File: config.mk
export PLATFORM = sky130hd
export DESIGN_NAME = counting_semaphore_waiter_fifo
export DESIGN_NICKNAME = d
export VERILOG_FILES = /design/src/csw_pkg.sv /design/src/csw_wait_queue.sv /design/src/csw_ctrl.sv /design/src/counting_semaphore_waiter_fifo.sv
export SDC_FILE = /design/constraint.sdc
export NUM_CORES = 1
export LEC_CHECK = 0
export ABC_CLOCK_PERIOD_IN_PS = 5000
export BUFFER_PORTS_ARGS = -buffer_cell sky130_fd_sc_hd__buf_2
export CORE_ASPECT_RATIO = 0.7
export CORE_UTILIZATION = 40
export CTS_CLUSTER_SIZE = 14
export DETAILED_ROUTE_END_ITERATION = 6
export SLEW_MARGIN = 20
export SYNTH_ARGS = -nofsm -noshare
export SYNTH_HDL_FRONTEND = slang
export SYNTH_SLANG_ARGS = --single-unit
File: constraint.sdc
create_clock -name clk -period 5 [get_ports clk]
set_input_delay 1.25 -clock clk [delete_from_list [all_inputs] [get_ports clk]]
set_output_delay 1.25 -clock clk [all_outputs]
set_load 0.03 [all_outputs]
File: src/csw_pkg.sv
// Package for the counting semaphore with FIFO wait queue.
// Holds request/result transaction types, codes and default sizes; no dependencies.
package csw_pkg;

    localparam int WAIT_DEPTH_DEF     = 16;
    localparam int THREAD_ID_BITS_DEF = 8;
    localparam int COUNT_W            = 18;
    localparam int CFG_W              = 16;

    localparam logic signed [COUNT_W-1:0] COUNT_MAX = 18'sh1FFFF;

    typedef enum logic [1:0] {
        MODE_WAIT   = 2'd0,
        MODE_POLL   = 2'd1,
        MODE_SIGNAL = 2'd2,
        MODE_CLOSE  = 2'd3
    } mode_t;

    typedef enum logic [2:0] {
        ST_OK          = 3'd0,
        ST_BLOCKED     = 3'd1,
        ST_WOULD_BLOCK = 3'd2,
        ST_CLOSED      = 3'd3,
        ST_RELEASED    = 3'd4,
        ST_FULL        = 3'd5
    } status_t;

    typedef struct packed {
        mode_t      mode;
        logic [7:0] thread_id;
    } req_t;

    typedef struct packed {
        status_t    status;
        logic [7:0] released_thread;
        logic       last;
    } rsp_t;

    typedef enum logic [1:0] {
        CSW_IDLE  = 2'd0,
        CSW_EXEC  = 2'd1,
        CSW_DRAIN = 2'd2
    } csw_state_t;

    // Queue commands from the controller
    typedef struct packed {
        logic push;   // write push id at tail
        logic peek;   // read the entry at head
        logic pop;    // retire head, read the following entry
    } q_cmd_t;

    // Queue fill status toward the controller
    typedef struct packed {
        logic empty;
        logic full;
        logic one_left;
    } q_stat_t;

endpackage

File: src/csw_wait_queue.sv
// Wait queue of blocked thread ids: synchronous memory plus head/tail/fill pointers.
// Depends on csw_pkg (q_cmd_t, q_stat_t).
module csw_wait_queue #(
    parameter int WAIT_DEPTH     = csw_pkg::WAIT_DEPTH_DEF,
    parameter int THREAD_ID_BITS = csw_pkg::THREAD_ID_BITS_DEF
) (
    input  logic                      clk,
    input  logic                      rst_n,
    input  csw_pkg::q_cmd_t           cmd,
    input  logic [THREAD_ID_BITS-1:0] push_id,
    output logic [THREAD_ID_BITS-1:0] head_id,
    output csw_pkg::q_stat_t          stat
);
    import csw_pkg::*;

    localparam int PTR_W = (WAIT_DEPTH > 1) ? $clog2(WAIT_DEPTH) : 1;
    localparam int OCC_W = $clog2(WAIT_DEPTH + 1);

    logic [THREAD_ID_BITS-1:0] mem [WAIT_DEPTH];
    logic [THREAD_ID_BITS-1:0] rdata_reg;

    logic [PTR_W-1:0] head_reg, head_next, head_inc;
    logic [PTR_W-1:0] tail_reg, tail_next, tail_inc;
    logic [OCC_W-1:0] occ_reg, occ_next;
    logic [PTR_W-1:0] rd_addr;
    logic             rd_en;

    // Wrap pointers at the queue depth
    assign head_inc = (head_reg == PTR_W'(WAIT_DEPTH - 1)) ? '0 : head_reg + PTR_W'(1);
    assign tail_inc = (tail_reg == PTR_W'(WAIT_DEPTH - 1)) ? '0 : tail_reg + PTR_W'(1);

    // Advance pointers and fill count
    always_comb
    begin
        head_next = cmd.pop  ? head_inc : head_reg;
        tail_next = cmd.push ? tail_inc : tail_reg;
        case ({cmd.push, cmd.pop})
            2'b10:   occ_next = occ_reg + OCC_W'(1);
            2'b01:   occ_next = occ_reg - OCC_W'(1);
            default: occ_next = occ_reg;
        endcase
    end

    always_ff @(posedge clk or negedge rst_n)
    begin
        if (!rst_n)
        begin
            head_reg <= '0;
            tail_reg <= '0;
            occ_reg  <= '0;
        end
        else
        begin
            head_reg <= head_next;
            tail_reg <= tail_next;
            occ_reg  <= occ_next;
        end
    end

    // Read at head on peek, prefetch the next entry on pop
    assign rd_en   = cmd.peek | cmd.pop;
    assign rd_addr = cmd.pop ? head_inc : head_reg;

    always_ff @(posedge clk)
    begin
        if (cmd.push)
        begin
            mem[tail_reg] <= push_id;
        end
    end

    always_ff @(posedge clk)
    begin
        if (rd_en)
        begin
            rdata_reg <= mem[rd_addr];
        end
    end

    assign head_id       = rdata_reg;
    assign stat.empty    = (occ_reg == '0);
    assign stat.full     = (occ_reg == OCC_W'(WAIT_DEPTH));
    assign stat.one_left = (occ_reg == OCC_W'(1));

endmodule

File: src/csw_ctrl.sv
// Request sequencer: count, closed flag, request latch and result register.
// Depends on csw_pkg; drives csw_wait_queue through q_cmd_t.
module csw_ctrl #(
    parameter int THREAD_ID_BITS = csw_pkg::THREAD_ID_BITS_DEF
) (
    input  logic                      clk,
    input  logic                      rst_n,
    input  logic                      start,
    output logic                      busy,
    input  csw_pkg::req_t             request,
    output logic                      result_valid,
    output csw_pkg::rsp_t             result,
    input  logic                      cfg_we,
    input  logic [csw_pkg::CFG_W-1:0] cfg_wdata,
    output csw_pkg::q_cmd_t           q_cmd,
    output logic [THREAD_ID_BITS-1:0] q_push_id,
    input  logic [THREAD_ID_BITS-1:0] q_head_id,
    input  csw_pkg::q_stat_t          q_stat
);
    import csw_pkg::*;

    csw_state_t state_reg, state_next;
    req_t       req_reg;
    logic signed [COUNT_W-1:0] count_reg, count_next, count_inc;
    logic       closed_reg, closed_next;
    rsp_t       result_reg, result_next;
    logic       result_valid_reg, result_valid_next;
    logic       accept;
    logic       drain_go;
    logic       drain_more;

    assign accept = start && (state_reg == CSW_IDLE);
    assign busy   = (state_reg != CSW_IDLE);

    // Saturating increment for signal
    assign count_inc = (count_reg < COUNT_MAX) ? count_reg + COUNT_W'(1) : count_reg;

    // Release path needed: signal with waiters left blocked, or close with waiters
    assign drain_go = !closed_reg && !q_stat.empty &&
                      ((req_reg.mode == MODE_CLOSE) ||
                       ((req_reg.mode == MODE_SIGNAL) && (count_inc <= 0)));
    assign drain_more = (req_reg.mode == MODE_CLOSE) && !q_stat.one_left;

    // Next state
    always_comb
    begin
        state_next = state_reg;
        unique case (state_reg)
            CSW_IDLE:  state_next = accept ? CSW_EXEC : CSW_IDLE;
            CSW_EXEC:  state_next = drain_go ? CSW_DRAIN : CSW_IDLE;
            CSW_DRAIN: state_next = drain_more ? CSW_DRAIN : CSW_IDLE;
            default:   state_next = CSW_IDLE;
        endcase
    end

    // Datapath and outputs
    always_comb
    begin
        count_next        = count_reg;
        closed_next       = closed_reg;
        q_cmd             = '0;
        result_next       = '{status: ST_OK, released_thread: 8'd0, last: 1'b1};
        result_valid_next = 1'b0;
        unique case (state_reg)
            CSW_IDLE:
            begin
                result_valid_next = 1'b0;
            end
            CSW_EXEC:
            begin
                result_valid_next = !drain_go;
                if (closed_reg)
                begin
                    result_next.status = ST_CLOSED;
                end
                else
                begin
                    unique case (req_reg.mode)
                        MODE_WAIT:
                        begin
                            if (count_reg > 0)
                            begin
                                count_next = count_reg - COUNT_W'(1);
                            end
                            else if (q_stat.full)
                            begin
                                result_next.status = ST_FULL;
                            end
                            else
                            begin
                                count_next         = count_reg - COUNT_W'(1);
                                q_cmd.push         = 1'b1;
                                result_next.status = ST_BLOCKED;
                            end
                        end
                        MODE_POLL:
                        begin
                            if (count_reg > 0)
                            begin
                                count_next = count_reg - COUNT_W'(1);
                            end
                            else
                            begin
                                result_next.status = ST_WOULD_BLOCK;
                            end
                        end
                        MODE_SIGNAL:
                        begin
                            count_next = count_inc;
                            q_cmd.peek = drain_go;
                        end
                        MODE_CLOSE:
                        begin
                            closed_next = 1'b1;
                            q_cmd.peek  = drain_go;
                        end
                        default:
                        begin
                            result_next.status = ST_OK;
                        end
                    endcase
                end
            end
            CSW_DRAIN:
            begin
                // Post the head entry and retire it
                q_cmd.pop                   = 1'b1;
                result_valid_next           = 1'b1;
                result_next.status          = ST_RELEASED;
                result_next.released_thread = 8'(q_head_id);
                result_next.last            = !drain_more;
            end
            default:
            begin
                result_valid_next = 1'b0;
            end
        endcase
    end

    assign q_push_id = THREAD_ID_BITS'(req_reg.thread_id);

    // Control state
    always_ff @(posedge clk or negedge rst_n)
    begin
        if (!rst_n)
        begin
            state_reg        <= CSW_IDLE;
            count_reg        <= '0;
            closed_reg       <= 1'b0;
            result_valid_reg <= 1'b0;
        end
        else
        begin
            state_reg        <= state_next;
            closed_reg       <= closed_next;
            result_valid_reg <= result_valid_next;
            if (cfg_we)
            begin
                count_reg <= signed'(COUNT_W'(cfg_wdata));
            end
            else
            begin
                count_reg <= count_next;
            end
        end
    end

    // Payload: request latch and result register
    always_ff @(posedge clk)
    begin
        if (accept)
        begin
            req_reg <= request;
        end
        result_reg <= result_next;
    end

    assign result_valid = result_valid_reg;
    assign result       = result_reg;

endmodule

File: src/counting_semaphore_waiter_fifo.sv
// Top level of the counting semaphore with FIFO wait queue.
// Depends on csw_pkg, csw_ctrl and csw_wait_queue.
//
// One request is taken at a time: busy rises at the edge that takes start
// and stays high until the request's last result is posted. A wait, a
// poll, a signal that releases nobody, a close with an empty queue and
// any request after close go from the execute state straight back to idle,
// with the result strobe posted as busy falls. A signal that releases a
// waiter also passes through the drain state, because the waiter id comes
// out of the single read port of the wait-queue memory as a registered read
// of its address. A close with N waiters stays in the drain state and posts
// N releases on consecutive cycles, oldest first, last set on the final one.
// The receiver cannot stall: each result is valid for exactly one cycle and
// must be taken then. Write the initial count only while busy is low and no
// result is pending; the write loads the count at once.
module counting_semaphore_waiter_fifo #(
    parameter int WAIT_DEPTH     = csw_pkg::WAIT_DEPTH_DEF,
    parameter int THREAD_ID_BITS = csw_pkg::THREAD_ID_BITS_DEF
) (
    input  logic                      clk,
    input  logic                      rst_n,
    input  logic                      start,
    output logic                      busy,
    input  csw_pkg::req_t             request,
    output logic                      result_valid,
    output csw_pkg::rsp_t             result,
    input  logic                      cfg_we,
    input  logic [csw_pkg::CFG_W-1:0] cfg_wdata
);
    import csw_pkg::*;

    q_cmd_t                    q_cmd;
    q_stat_t                   q_stat;
    logic [THREAD_ID_BITS-1:0] q_push_id;
    logic [THREAD_ID_BITS-1:0] q_head_id;

    // Sequence requests and hold the count
    csw_ctrl #(
        .THREAD_ID_BITS (THREAD_ID_BITS)
    ) u_ctrl (
        .clk          (clk),
        .rst_n        (rst_n),
        .start        (start),
        .busy         (busy),
        .request      (request),
        .result_valid (result_valid),
        .result       (result),
        .cfg_we       (cfg_we),
        .cfg_wdata    (cfg_wdata),
        .q_cmd        (q_cmd),
        .q_push_id    (q_push_id),
        .q_head_id    (q_head_id),
        .q_stat       (q_stat)
    );

    // Hold blocked thread ids in arrival order
    csw_wait_queue #(
        .WAIT_DEPTH     (WAIT_DEPTH),
        .THREAD_ID_BITS (THREAD_ID_BITS)
    ) u_queue (
        .clk     (clk),
        .rst_n   (rst_n),
        .cmd     (q_cmd),
        .push_id (q_push_id),
        .head_id (q_head_id),
        .stat    (q_stat)
    );

endmodule

-- Word-level counts from Yosys, hierarchy flattened
Memory sizes are Yosys's and may differ from the RTL's. A register that Yosys moved wholly into a read port is not among the register bits.
Index checks and enable logic that the tools add are counted.
- flip-flop bits (word level): 57
- bits in writable memories: 128
- input port bits: 30
- output and inout bits: 14
- word-level logic and storage cells: 91
- memories: 1
- memory list (memory ; depth ; bits a word ; read ports ; clocked after Yosys merged registers in ; wr ports ; RTL line ; text):
    u_queue.mem ; 16 ; 8 ; 1 ; 1 ; 1 ; csw_wait_queue.sv:19 ; logic [THREAD_ID_BITS-1:0] mem [WAIT_DEPTH];
- $add $sub $neg: 6
- $lt $le $gt $ge: 3
- equal/unequal tests: 14
- mux-type cells: 34
- bitwise logic cells: 1
- reductions and logical operators: 20
- operators with widths (kind ; number):
    2-to-1 mux 18 bit ; 7
    one-hot mux 18 bit (3 select lines) ; 1
    adder 18 x 2 -> 18 bit (second input constant) ; 1
    > comparator 18 x 1 -> 1 bit (second input constant) ; 1
    <= comparator 18 x 1 -> 1 bit (second input constant) ; 1
    less-than comparator 18 bit (second input constant) ; 1
    subtractor 18 x 2 -> 18 bit (second input constant) ; 1
    2-to-1 mux 4 bit ; 3
    one-hot mux 3 bit (2 select lines) ; 2
    2-to-1 mux 1 bit ; 10
    2-to-1 mux 2 bit ; 5
    one-hot mux 5 bit (2 select lines) ; 1
    2-to-1 mux 3 bit ; 3
    adder 4 x 1 -> 4 bit (second input constant) ; 2
    == test 2 bit (second input constant) ; 4
    == test 4 bit (second input constant) ; 2
    == test 2 x 1 -> 1 bit (second input constant) ; 3
    one-hot mux 2 bit (3 select lines) ; 1
    nonzero test 2 bit ; 3
    adder 5 x 1 -> 5 bit (second input constant) ; 1
    == test 5 x 1 -> 1 bit (second input constant) ; 1
    == test 5 bit (second input constant) ; 1
    logical AND 1 bit ; 5
    zero test 1 bit ; 5
    12 further kinds ; 13

-- Longest topological paths before layout
Gate-level depths: netlist of run 1.
- depth in word-level cells: 11
- mapped depth: 12

-- Cells and area by module
Synthesis of run 1 repeated with hierarchy kept, for this count alone.
- cell total of the unflattened synthesis: 779
- area total of the unflattened synthesis: 9616.7 µm²
- by module, submodules not included (module ; instances ; cells each ; area an instance (µm²) ; seq. area each (µm²)):
    csw_wait_queue ; 1 ; 439 ; 6650.1 ; 4409.2
    csw_ctrl ; 1 ; 340 ; 2966.6 ; 1091.0

-- Worst setup path after synthesis of run 1
Ideal clock, no wire load.
- path type: register -> register
- start point: register u_ctrl.count_reg[1]
- end point: register u_queue.rdata_reg[0] (netlist: u_queue.head_id[0]) (read register of u_queue.mem) (enable)
- library setup time: 381 ps
- arrival time: 2662 ps
- setup slack: 1957 ps
- cell stages (with the launch flop): 8
- period minus slack after synthesis: 3043 ps
- cell sequence: dfrtp_1 > ha_1 > nand3_1 > nor3_1 > nand3_2 > mux2i_1 > or4_4 > o41ai_2
- longest elaborated chain between the ends: 10
- elaborated cells between the ends (all ways): 11
- those cells by class: add/sub: 1; order compare: 2; mux: 4; bitwise: 1; reduce/logical: 3
- RTL lines (item ; RTL line ; text):
    from (decl) ; csw_ctrl.sv:24 ; logic signed [COUNT_W-1:0] count_reg, count_next, count_inc;
    from (signal assigned) ; csw_ctrl.sv:159 ; count_reg <= signed'(COUNT_W'(cfg_wdata));
    from (signal assigned) ; csw_ctrl.sv:163 ; count_reg <= count_next;
    adder 18 x 2 -> 18 bit or less-than comparator 18 bit (tied branches) ; csw_ctrl.sv:36 ; assign count_inc = (count_reg < COUNT_MAX) ? count_reg + COUNT_W'(1) : count_reg;
    2-to-1 mux 18 bit * ; csw_ctrl.sv:36 ;
    <= comparator 18 x 1 -> 1 bit * ; csw_ctrl.sv:41 ; ((req_reg.mode == MODE_SIGNAL) && (count_inc <= 0)));
    logical AND 1 bit * ; csw_ctrl.sv:41 ;
    logical OR 1 bit * ; csw_ctrl.sv:40 ; ((req_reg.mode == MODE_CLOSE) ||
    logical AND 1 bit * ; csw_ctrl.sv:39 ; assign drain_go = !closed_reg && !q_stat.empty &&
    2-to-1 mux 1 bit * ; csw_ctrl.sv:78 ; unique case (req_reg.mode)
    2-to-1 mux 2 bit * ; csw_ctrl.sv:72 ; if (closed_reg)
    2-to-1 mux 2 bit * ; csw_ctrl.sv:64 ; unique case (state_reg)
    OR 1 bit * ; csw_wait_queue.sv:61 ; assign rd_en = cmd.peek | cmd.pop;
    net u_queue.rd_en ; csw_wait_queue.sv:26 ; logic rd_en;
    to (decl) ; csw_wait_queue.sv:20 ; logic [THREAD_ID_BITS-1:0] rdata_reg;
Mark *: on every way through the listed nets, which the timed path passes. The rest lies on a longest branch.
A chain may end at the register's enable or synchronous reset.

-- Final worst setup path of run 1
- start point: register u_ctrl.count_reg[1]
- end point: register u_queue.rdata_reg[3] (netlist: u_queue.head_id[3]) (read register of u_queue.mem) (enable)
The elaborated chain is that of the path after synthesis.

==> results of run 1 <==
## power breakdown
| group | leakage, µW | total [µW] | switching [µW] | internal [µW] |
|---|---|---|---|---|
| Sequential | 0.00186 | 1820 | 71.2 | 1750 |
| Combinational | 0.00160 | 280 | 176 | 104 |
| Clock | 0.000253 | 1230 | 596 | 634 |
## through the flow
step	cells	instance area, µm²	util [%]
global placement	1117	9670	42.6
floorplan	808	9240	-
CTS	1148	10200	44.9
detailed placement	1117	9670	42.6
finish	1149	10200	45.0
global route	1149	10200	45.0
## kinds of logic after synthesis
| family | count (synthesis) | share of synthesized area (%) |
|---|---|---|
| compound gates | 143 | 10.8 |
| xor+xnor | 18 | 1.71 |
| fa+ha+maj | 20 | 2.71 |
| buf+inv | 69 | 3.42 |
| flops | 193 | 59.5 |
| mux | 32 | 3.53 |
| simple gates | 333 | 18.4 |
## per-layer routing
| metal | vias up | GRT usage, % | part of all wire [%] |
|---|---|---|---|
| met1 | 3058 | 33.3 | 53 |
| met5 | - | 0 | 0 |
| met3 | 4 | 6.41 | 8.9 |
| met2 | 243 | 24.7 | 38 |
| li1 | 3009 | - | - |
| met4 | 0 | 4.07 | 0.29 |
## worst max-delay path by stage
stage                     slack (ps)                start                  to  depth (start not counted)
final                           1420  u_ctrl.count_reg[1]  u_queue.head_id[3]                          7
after global placement          1550  u_ctrl.count_reg[3]  u_queue.head_id[3]                          6
after floorplan                 1960  u_ctrl.count_reg[1]  u_queue.head_id[0]                          7
after CTS                       1450  u_ctrl.count_reg[1]  u_queue.head_id[1]                          7
after global routing            1130  u_ctrl.count_reg[1]  u_queue.head_id[5]                          7
after detailed placement        1480  u_ctrl.count_reg[1]  u_queue.head_id[6]                          7
## cells in the final DEF (no fill, tap or decap), drive strengths merged, types with 5 or more instances in the layout
| cell type | count |
|---|---|
| and2 | 27 |
| o211ai | 6 |
| o221ai | 8 |
| a21boi | 7 |
| o21ai | 41 |
| nand2 | 137 |
| mux2 | 5 |
| dfrtp | 35 |
| a32oi | 11 |
| and3 | 9 |
| or3 | 6 |
| mux2i | 27 |
| a31oi | 8 |
| nand2b | 8 |
| clkbuf | 18 |
| nor2 | 30 |
| nand4 | 12 |
| nor2b | 8 |
| inv | 19 |
| xor2 | 10 |
| nand3 | 50 |
| xnor2 | 8 |
| dfxtp | 12 |
| nor3 | 15 |
| edfxtp | 146 |
| clkinv | 10 |
| buf | 50 |
| a211o | 6 |
| a21oi | 27 |
| nor4 | 9 |
| ha | 20 |
## area by class of cell
type	count	share of cell area (%)
tap	312	3.82
sequential	193	53.9
clock inverter	13	0.882
multi-input combinational	546	33.8
timing repair buffer	50	2.82
clock buffer	18	4.20
inverter	17	0.625
## critical path: stages (launching register included)
cell and delay, ps:
dfrtp_1 420, ha_1 290, nand3_1 280, nor3_1 460
nand3_2 120, mux2i_1 160, or4_4 560, o41ai_2 910
==> run summary, run 1 <==
pwr dens: 326 nW/µm²
post-route minimum period: 3580 ps
sequential share of the synthesized area: 59.5%
pre-CTS setup slack: 1480 ps
Post-CTS Resized: 0
WL final: 22700 µm
fmax: 279 MHz
Total Power: 3330 µW
Reg clk slew, reported paths: 70 ps
CTS tree: yes
ys flop type: edfxtp_1
worst min-delay path class: reg -> reg
synthesized flop and latch total: 193
P_leak: 0.00371 µW
top cells by count, synth: 146 x edfxtp_1, 137 x nand2_1, 49 x nand3_1
number of antenna violations at the first check in global routing: 0
CP Launch Type: flop
diode count: 0
cell row count: 46
total core area: 22700 µm²
crit path DAT: 3640 ps
area of the multi-input gates: 3450 µm²
layout cells sized above 1: 12.7%
post-synthesis cell area: 9240 µm²
setup violators final: 0
initial DRC count: 710
Yosys cell types: 79
worst endpoint required time: 5060 ps
total grt overflow: 0
Max-Cap Viols: 0
antenna-violating nets left: 0
R2R setup slack: 1420 ps
outcome: complete, no violations
HPWL after DPL: 15700 µm
final setup margin: 1420 ps
Tcrit/Tclk final: 71.6%
Area growth syn-to-layout: 10.5%
DR WL/cell: 19.7 µm
Sink Count: 193
worst r2r src: u_ctrl.count_reg[1]
average via count per standard cell: 5.50
first drt pass iteration count: 5
clk buf depth: 2
Hold Violations, Final: 0
Worst setup EP type: flop
largest net degree at the start of global routing: 49
setup TNS: 0 ps
Async SR Flop Fraction: 18.1%
top post-synthesis cells by area: edfxtp_1 47%, dfrtp_1 9.5%, nand2_1 5.6%, mux2i_1 2.9%, ha_1 2.7%
worst slew pin tran: 965 ps
placer congestion estimate: 0.895
first-pass GRT wire length: 35100 µm
fill count: 2139
routed vias: 6314
skew final: 12.2 ps
Die ar.: 23700 µm²
EDFF count, synth: 146
hold_ws: 490 ps
max reg flops: 128
Total GRT Usage: 20.2%
CP Class: reg -> reg
peak supply drop: 0.000238 V
# DRC: 0
RSZ-0062 raised after global routing: no
worst reg2reg path depth: 7
Hold Crit Endpoint: u_ctrl.result[4]
clk root buf: clkbuf_16
Initial Util: 40.8%
area leader, netlist: edfxtp_1
Reg-to-Reg End: u_queue.head_id[3]
hold_sp: u_queue.head_id[3]
syn nets: 858
most frequent cell after synthesis: edfxtp_1
CTS Buf Count: 17
Synth warnings: 0
Avg Cell Area, Syn: 11.4 µm²
Slew HR: 35.0%
hold buffers post-CTS: 0
die width: 184 µm
H-tree depth: 4
hold path depth: 1
worst skew pair latency: 440 ps
final slew viol count: 0
Die Span Y: 129 µm
Post-Syn Instances: 808
# nets final: 875
FF+latch area: 5500 µm²
vias in the first global route: 5689
post-CTS setup buffer count: 0
I/O Pins: 44
Crit Path Max Fanout: 9
PortBufs: 43
Synth top area share: 47.4%
No activity file was read; power rests on OpenSTA's default activity.
==> run 2: changes to the inputs <==
--- a/config.mk
+++ b/config.mk
@@ -5,7 +5,7 @@
 export SDC_FILE = /design/constraint.sdc
 export NUM_CORES = 1
 export LEC_CHECK = 0
-export ABC_CLOCK_PERIOD_IN_PS = 5000
+export ABC_CLOCK_PERIOD_IN_PS = 3050
 export BUFFER_PORTS_ARGS = -buffer_cell sky130_fd_sc_hd__buf_2
 export CORE_ASPECT_RATIO = 0.7
 export CORE_UTILIZATION = 40
==> constraint.sdc (replaced) <==
create_clock -name clk -period 3.05 [get_ports clk]
set_input_delay 0.7625 -clock clk [delete_from_list [all_inputs] [get_ports clk]]
set_output_delay 0.7625 -clock clk [all_outputs]
set_load 0.03 [all_outputs]
==> run 2 against run 1 <==
Against the previous run: clock-buffer cell count up 5; sequential share of layout area down 2.6 points; sequential power up 63%.
==> run summary, run 2 (same netlist as run 1, synthesis figures left out) <==
die width: 184 µm (unchanged)
HPWL after DPL: 16400 µm (was 15700 µm)
Post-Layout Inst Area: 10700 µm² (was 10200 µm²)
first drt pass iteration count: 5 (unchanged)
placer congestion estimate: 0.951 (was 0.895)
worst min-delay path class: in -> async (was reg -> reg)
post-route minimum period: 2970 ps (was 3580 ps)
cell row count: 46 (unchanged)
DR WL/cell: 19.4 µm (was 19.7 µm)
fmax: 337 MHz (was 279 MHz)
Die Span Y: 129 µm (unchanged)
CP max stage delay: 650 ps (was 910 ps)
peak supply drop: 0.000403 V (was 0.000238 V)
cell mode on critical path: buf_4
Hold Violations, Final: 0 (unchanged)
post-CTS setup buffer count: 0 (unchanged)
P_leak: 0.00399 µW (was 0.00371 µW)
Die ar.: 23700 µm² (unchanged)
pwr dens: 538 nW/µm² (was 326 nW/µm²)
average via count per standard cell: 5.38 (was 5.50)
worst skew pair latency: 440 ps (about the same)
Sink Count: 193 (unchanged)
Total GRT Usage: 20.7% (was 20.2%)
setup TNS: 0 ps (unchanged)
crit path DAT: 3120 ps (was 3640 ps)
H-tree depth: 4 (unchanged)
CP Launch Type: flop (unchanged)
I/O Pins: 44 (unchanged)
Worst setup EP type: flop (unchanged)
CP Class: reg -> reg (unchanged)
clk root buf: clkbuf_16 (unchanged)
Max-Cap Viols: 0 (unchanged)
Initial Util: 40.8% (unchanged)
total core area: 22700 µm² (unchanged)
Tcrit/Tclk final: 97.3% (was 71.6%)
CP max stage cell: dfrtp_1 (was o41ai_2)
diode count: 0 (unchanged)
Area growth syn-to-layout: 16.1% (was 10.5%)
clk buf depth: 2 (unchanged)
skew final: 17.5 ps (was 12.2 ps)
Post-CTS Resized: 0 (unchanged)
commonest non-fill, non-tap cell in the layout: edfxtp_1 (unchanged)
outcome: complete, no violations (unchanged)
final slew viol count: 0 (unchanged)
layout cells sized above 1: 17.7% (was 12.7%)
initial DRC count: 629 (was 710)
Reg clk slew, reported paths: 80 ps (was 70 ps)
# nets final: 922 (was 875)
routed vias: 6444 (was 6314)
# DRC: 0 (unchanged)
WL final: 23300 µm (was 22700 µm)
hold buffers post-CTS: 0 (unchanged)
PortBufs: 43 (unchanged)
Slew HR: 42.4% (was 35.0%)
total grt overflow: 0 (unchanged)
setup violators final: 0 (unchanged)
CP delay by family, top: simple AND/OR/NAND/NOR gates (unchanged)
antenna-violating nets left: 0 (unchanged)
worst endpoint required time: 3200 ps (was 5060 ps)
RSZ-0062 raised after global routing: no (unchanged)
CP Cell Sequence: nand4_1 > buf_4 > or3_4 > a2111oi_4 > nand3_1 > o41ai_2 > buf_4 (was ha_1 > nand3_1 > nor3_1 > nand3_2 > mux2i_1 > or4_4 > o41ai_2)
first-pass GRT wire length: 36200 µm (was 35100 µm)
CTS tree: yes (unchanged)
vias in the first global route: 6078 (was 5689)
Worst Path Buf+Inv: 2 (was 0)
largest net degree at the start of global routing: 50 (was 49)
CTS Buf Count: 17 (unchanged)
worst slew pin tran: 863 ps (was 965 ps)
Cell Area, Placed: 10100 µm² (was 9670 µm²)
Crit Path Max Fanout: 12 (was 9)
number of antenna violations at the first check in global routing: 1 (was 0)
hold_ws: 424 ps (was 490 ps)
max reg flops: 128 (unchanged)
commonest cells after routing, fill and taps aside: 146 x edfxtp_1, 137 x nand2_1, 49 x nand3_1, 46 x buf_4, 43 x buf_2 (was 146 x edfxtp_1, 137 x nand2_1, 49 x nand3_1, 43 x buf_2, 37 x o21ai_0)
-- run 2: cell count changes in the layout (fill, tap and decap cells not counted), moves of 2 or more --
cell       previous run  this run
inv_4                 0         2
clkinv_4              4         1
inv_6                 3         1
buf_4                 6        46
buf_12                0         8
clkbuf_1              1         3
clkbuf_16            17        19
clkinv_1              4         1
-- run 2: through the flow --
step                instances  total power, µW  setup WS [ps]  util, %
floorplan                 808             3340           6.75        -
global placement         1165             3550            203     44.7
detailed placement       1165             3550            156     44.7
CTS                      1197             5800            130     47.3
global route             1197             5960          0.568     47.3
finish                   1197             5780           81.6     47.3
-- run 2: final cells by class --
class,instances,area [µm²]
fillers,2103,11900
flip-flops and latches,193,5500
multi-input cells,546,3470
repair buffers,97,721
clock buffers,23,500
well taps,312,390
clock inverters,9,91.3
inverters,17,63.8
-- run 2: worst register-to-register path, stage by stage, from the launching register on --
cell	delay (ps)
dfrtp_1	650
nand4_1	290
buf_4	240
or3_4	360
a2111oi_4	380
nand3_1	180
o41ai_2	340
buf_4	230
-- run 2: per-layer routing --
metal  part of all wire, %  global-route usage (%)  wire length, µm  vias up
met2                    37                    25.5             8580      212
li1                      -                       -                -     3089
met4                  0.86                    4.80              200        0
met5                     0                       0                0        -
met1                    55                    34.9            12700     3130
met3                   7.4                    4.83             1730       13
-- run 2: worst paths after layout --
| path | startpoint | cells past startpoint | to | slack (ps) |
|---|---|---|---|---|
| min reg2reg | u_queue.head_id[6] | 1 | u_ctrl.result[7] | 450 |
| min in group clk | u_queue.head_id[6] | 1 | u_ctrl.result[7] | 450 |
| max in group asynchronous | rst_n | 1 | u_queue.head_reg[0] | 2070 |
| max reg2reg | u_ctrl.count_reg[3] | 7 | u_queue.head_id[3] | 80 |
| min | rst_n | 1 | u_ctrl.count_reg[1] | 420 |
| max | u_ctrl.count_reg[3] | 7 | u_queue.head_id[3] | 80 |
-- run 2: power by group --
group / leakage [µW] / switching (µW) / internal (µW)
Sequential: 0.00186 / 101 / 2870
Combinational: 0.00184 / 321 / 215
Clock: 0.000287 / 1010 / 1260
==> run 3: changes to the inputs <==
--- a/config.mk
+++ b/config.mk
@@ -5,7 +5,7 @@
 export SDC_FILE = /design/constraint.sdc
 export NUM_CORES = 1
 export LEC_CHECK = 0
-export ABC_CLOCK_PERIOD_IN_PS = 3050
+export ABC_CLOCK_PERIOD_IN_PS = 2570
 export BUFFER_PORTS_ARGS = -buffer_cell sky130_fd_sc_hd__buf_2
 export CORE_ASPECT_RATIO = 0.7
 export CORE_UTILIZATION = 40
==> constraint.sdc (replaced) <==
create_clock -name clk -period 2.57 [get_ports clk]
set_input_delay 0.6425 -clock clk [delete_from_list [all_inputs] [get_ports clk]]
set_output_delay 0.6425 -clock clk [all_outputs]
set_load 0.03 [all_outputs]
==> run 3 against run 2 <==
Against the previous run: the flow now finishes with violations (negative setup slack); wire length rose by 4.9%; clock power rose by 14%; critical endpoint is now u_queue.head_id[1]; global-route usage rose by 0.62 points; sequential power rose by 18%; flip-flop and latch count did not move; fmax rose by 15%; largest power group unchanged; core utilization rose by 2.9 points.
==> run summary, run 3 (same netlist as run 1, synthesis figures left out) <==
final slew viol count: 0 (unchanged)
Die Span Y: 129 µm (unchanged)
average via count per standard cell: 5.42 (was 5.38)
Initial Util: 40.8% (unchanged)
fmax: 389 MHz (was 337 MHz)
CTS tree: yes (unchanged)
Sink Count: 193 (unchanged)
worst min-delay path class: in -> async (unchanged)
fill count: 2012 (was 2103)
total core area: 22700 µm² (unchanged)
hold buffers post-CTS: 0 (unchanged)
cell mode on critical path: buf_6 (was buf_4)
final setup margin: -0.186 ps (was 81.6 ps)
outcome: finished with violations (was complete, no violations)
Worst setup EP type: flop (unchanged)
Hold Violations, Final: 0 (unchanged)
initial DRC count: 646 (was 629)
DR WL/cell: 19.7 µm (was 19.4 µm)
Total GRT Usage: 21.3% (was 20.7%)
RSZ-0062 raised after global routing: yes (was no)
HPWL after DPL: 17300 µm (was 16400 µm)
Max-Cap Viols: 0 (unchanged)
CP Launch Type: flop (unchanged)
clk buf depth: 2 (unchanged)
# DRC: 0 (unchanged)
max reg flops: 128 (unchanged)
Tcrit/Tclk final: 100% (was 97.3%)
setup violators final: 1 (was 0)
worst endpoint required time: 2720 ps (was 3200 ps)
CP Class: reg -> reg (unchanged)
CP max stage cell: or3_4 (was dfrtp_1)
vias in the first global route: 6121 (was 6078)
Die ar.: 23700 µm² (unchanged)
pwr dens: 602 nW/µm² (was 538 nW/µm²)
Crit Path Max Fanout: 8 (was 12)
H-tree depth: 4 (unchanged)
antenna-violating nets left: 0 (unchanged)
violated checks: negative setup slack
layout cells sized above 1: 25.6% (was 17.7%)
clk root buf: clkbuf_16 (unchanged)
# nets final: 964 (was 922)
CTS Buf Count: 17 (unchanged)
placer congestion estimate: 0.951 (about the same)
setup TNS: -0.186 ps (was 0 ps)
commonest non-fill, non-tap cell in the layout: edfxtp_1 (unchanged)
first-pass GRT wire length: 37000 µm (was 36200 µm)
first drt pass iteration count: 6 (was 5)
Reg clk slew, reported paths: 80 ps (about the same)
P_leak: 0.00427 µW (was 0.00399 µW)
post-route minimum period: 2570 ps (was 2970 ps)
worst skew pair latency: 450 ps (was 440 ps)
Area growth syn-to-layout: 23.3% (was 16.1%)
PortBufs: 43 (unchanged)
Slew HR: 40.0% (was 42.4%)
I/O Pins: 44 (unchanged)
worst slew pin tran: 900 ps (was 863 ps)
CP Cell Sequence: buf_6 > nand4_1 > or3_4 > a2111oi_4 > nand3_2 > o41ai_4 > buf_6 (was nand4_1 > buf_4 > or3_4 > a2111oi_4 > nand3_1 > o41ai_2 > buf_4)
CP max stage delay: 440 ps (was 650 ps)
die width: 184 µm (unchanged)
commonest cells after routing, fill and taps aside: 146 x edfxtp_1, 137 x nand2_1, 73 x buf_4, 44 x nand3_1, 43 x buf_2 (was 146 x edfxtp_1, 137 x nand2_1, 49 x nand3_1, 46 x buf_4, 43 x buf_2)
largest net degree at the start of global routing: 36 (was 50)
total grt overflow: 0 (unchanged)
cell row count: 46 (unchanged)
Final Core Density: 50.3% (was 47.3%)
number of antenna violations at the first check in global routing: 0 (was 1)
WL final: 24400 µm (was 23300 µm)
peak supply drop: 0.000462 V (was 0.000403 V)
pre-CTS setup slack: -9.49 ps (was 156 ps)
skew final: 23.4 ps (was 17.5 ps)
routed vias: 6724 (was 6444)
crit path DAT: 2720 ps (was 3120 ps)
==> run 3: cell type report <==
cell class | count | area, µm² | area share [%]
Tap cell | 312 | 390 | 3.43
Timing Repair Buffer | 139 | 1200 | 10.5
Sequential cell | 193 | 5510 | 48.3
Multi-Input combinational cell | 546 | 3660 | 32.1
Antenna cell | 1 | 2.50 | 0.0220
Clock buffer | 17 | 425 | 3.73
Clock inverter | 15 | 151 | 1.33
Inverter | 17 | 63.8 | 0.560
==> run 3: per-layer routing <==
layer  GRT usage [%]  vias to the layer above  share of wire [%]
met1            35.5                     3284                 53
met5               0                        -                  0
li1                -                     3197                  -
met2            26.4                      234                 38
met4            4.85                        0               0.62
met3            5.48                        9                8.3
==> run 3: worst paths after layout <==
path	startpoint	end	slack (ps)	cells past startpoint
min	rst_n	u_ctrl.count_reg[0]	310	1
max in group asynchronous	rst_n	u_ctrl.count_reg[15]	1620	1
min reg2reg	u_queue.head_id[0]	u_ctrl.result[1]	460	1
min in group clk	request[3]	u_ctrl.q_push_id[3]	380	1
max reg2reg	u_ctrl.count_reg[1]	u_queue.head_id[1]	-0.2	7
max	u_ctrl.count_reg[1]	u_queue.head_id[1]	-0.2	7
==> run 3: per-stage QoR <==
step                cell area (µm²)  power (µW)  hold WS [ps]  instances
global placement              10600        4290           446       1206
global route                  11400        7090           356       1239
floorplan                      9310        3970           347        808
CTS                           11200        6890           344       1238
detailed placement            10600        4290           441       1206
finish                        11400        6860           306       1240
==> run 3: power by group <==
| part | switching (µW) | internal [µW] | total (µW) |
|---|---|---|---|
| clock network | 1230 | 1360 | 2590 |
| logic | 441 | 318 | 759 |
| registers | 105 | 3410 | 3510 |
| total | 1770 | 5090 | 6860 |
==> run 3: what timing repair did <==
item	4_1_cts	5_1_grt
setup buffers	0	1
pin swaps	0	5
endpoints found under the setup margin	8	159
gates resized for setup	2	38
==> run 3: worst max-delay path: cells and delay by family (launching register included) <==
family,cells,cell delay [ps]
AOI/OAI and AO/OA,2,710
buffers and inverters,2,330
DFF,1,420
and+or+nand+nor,3,820
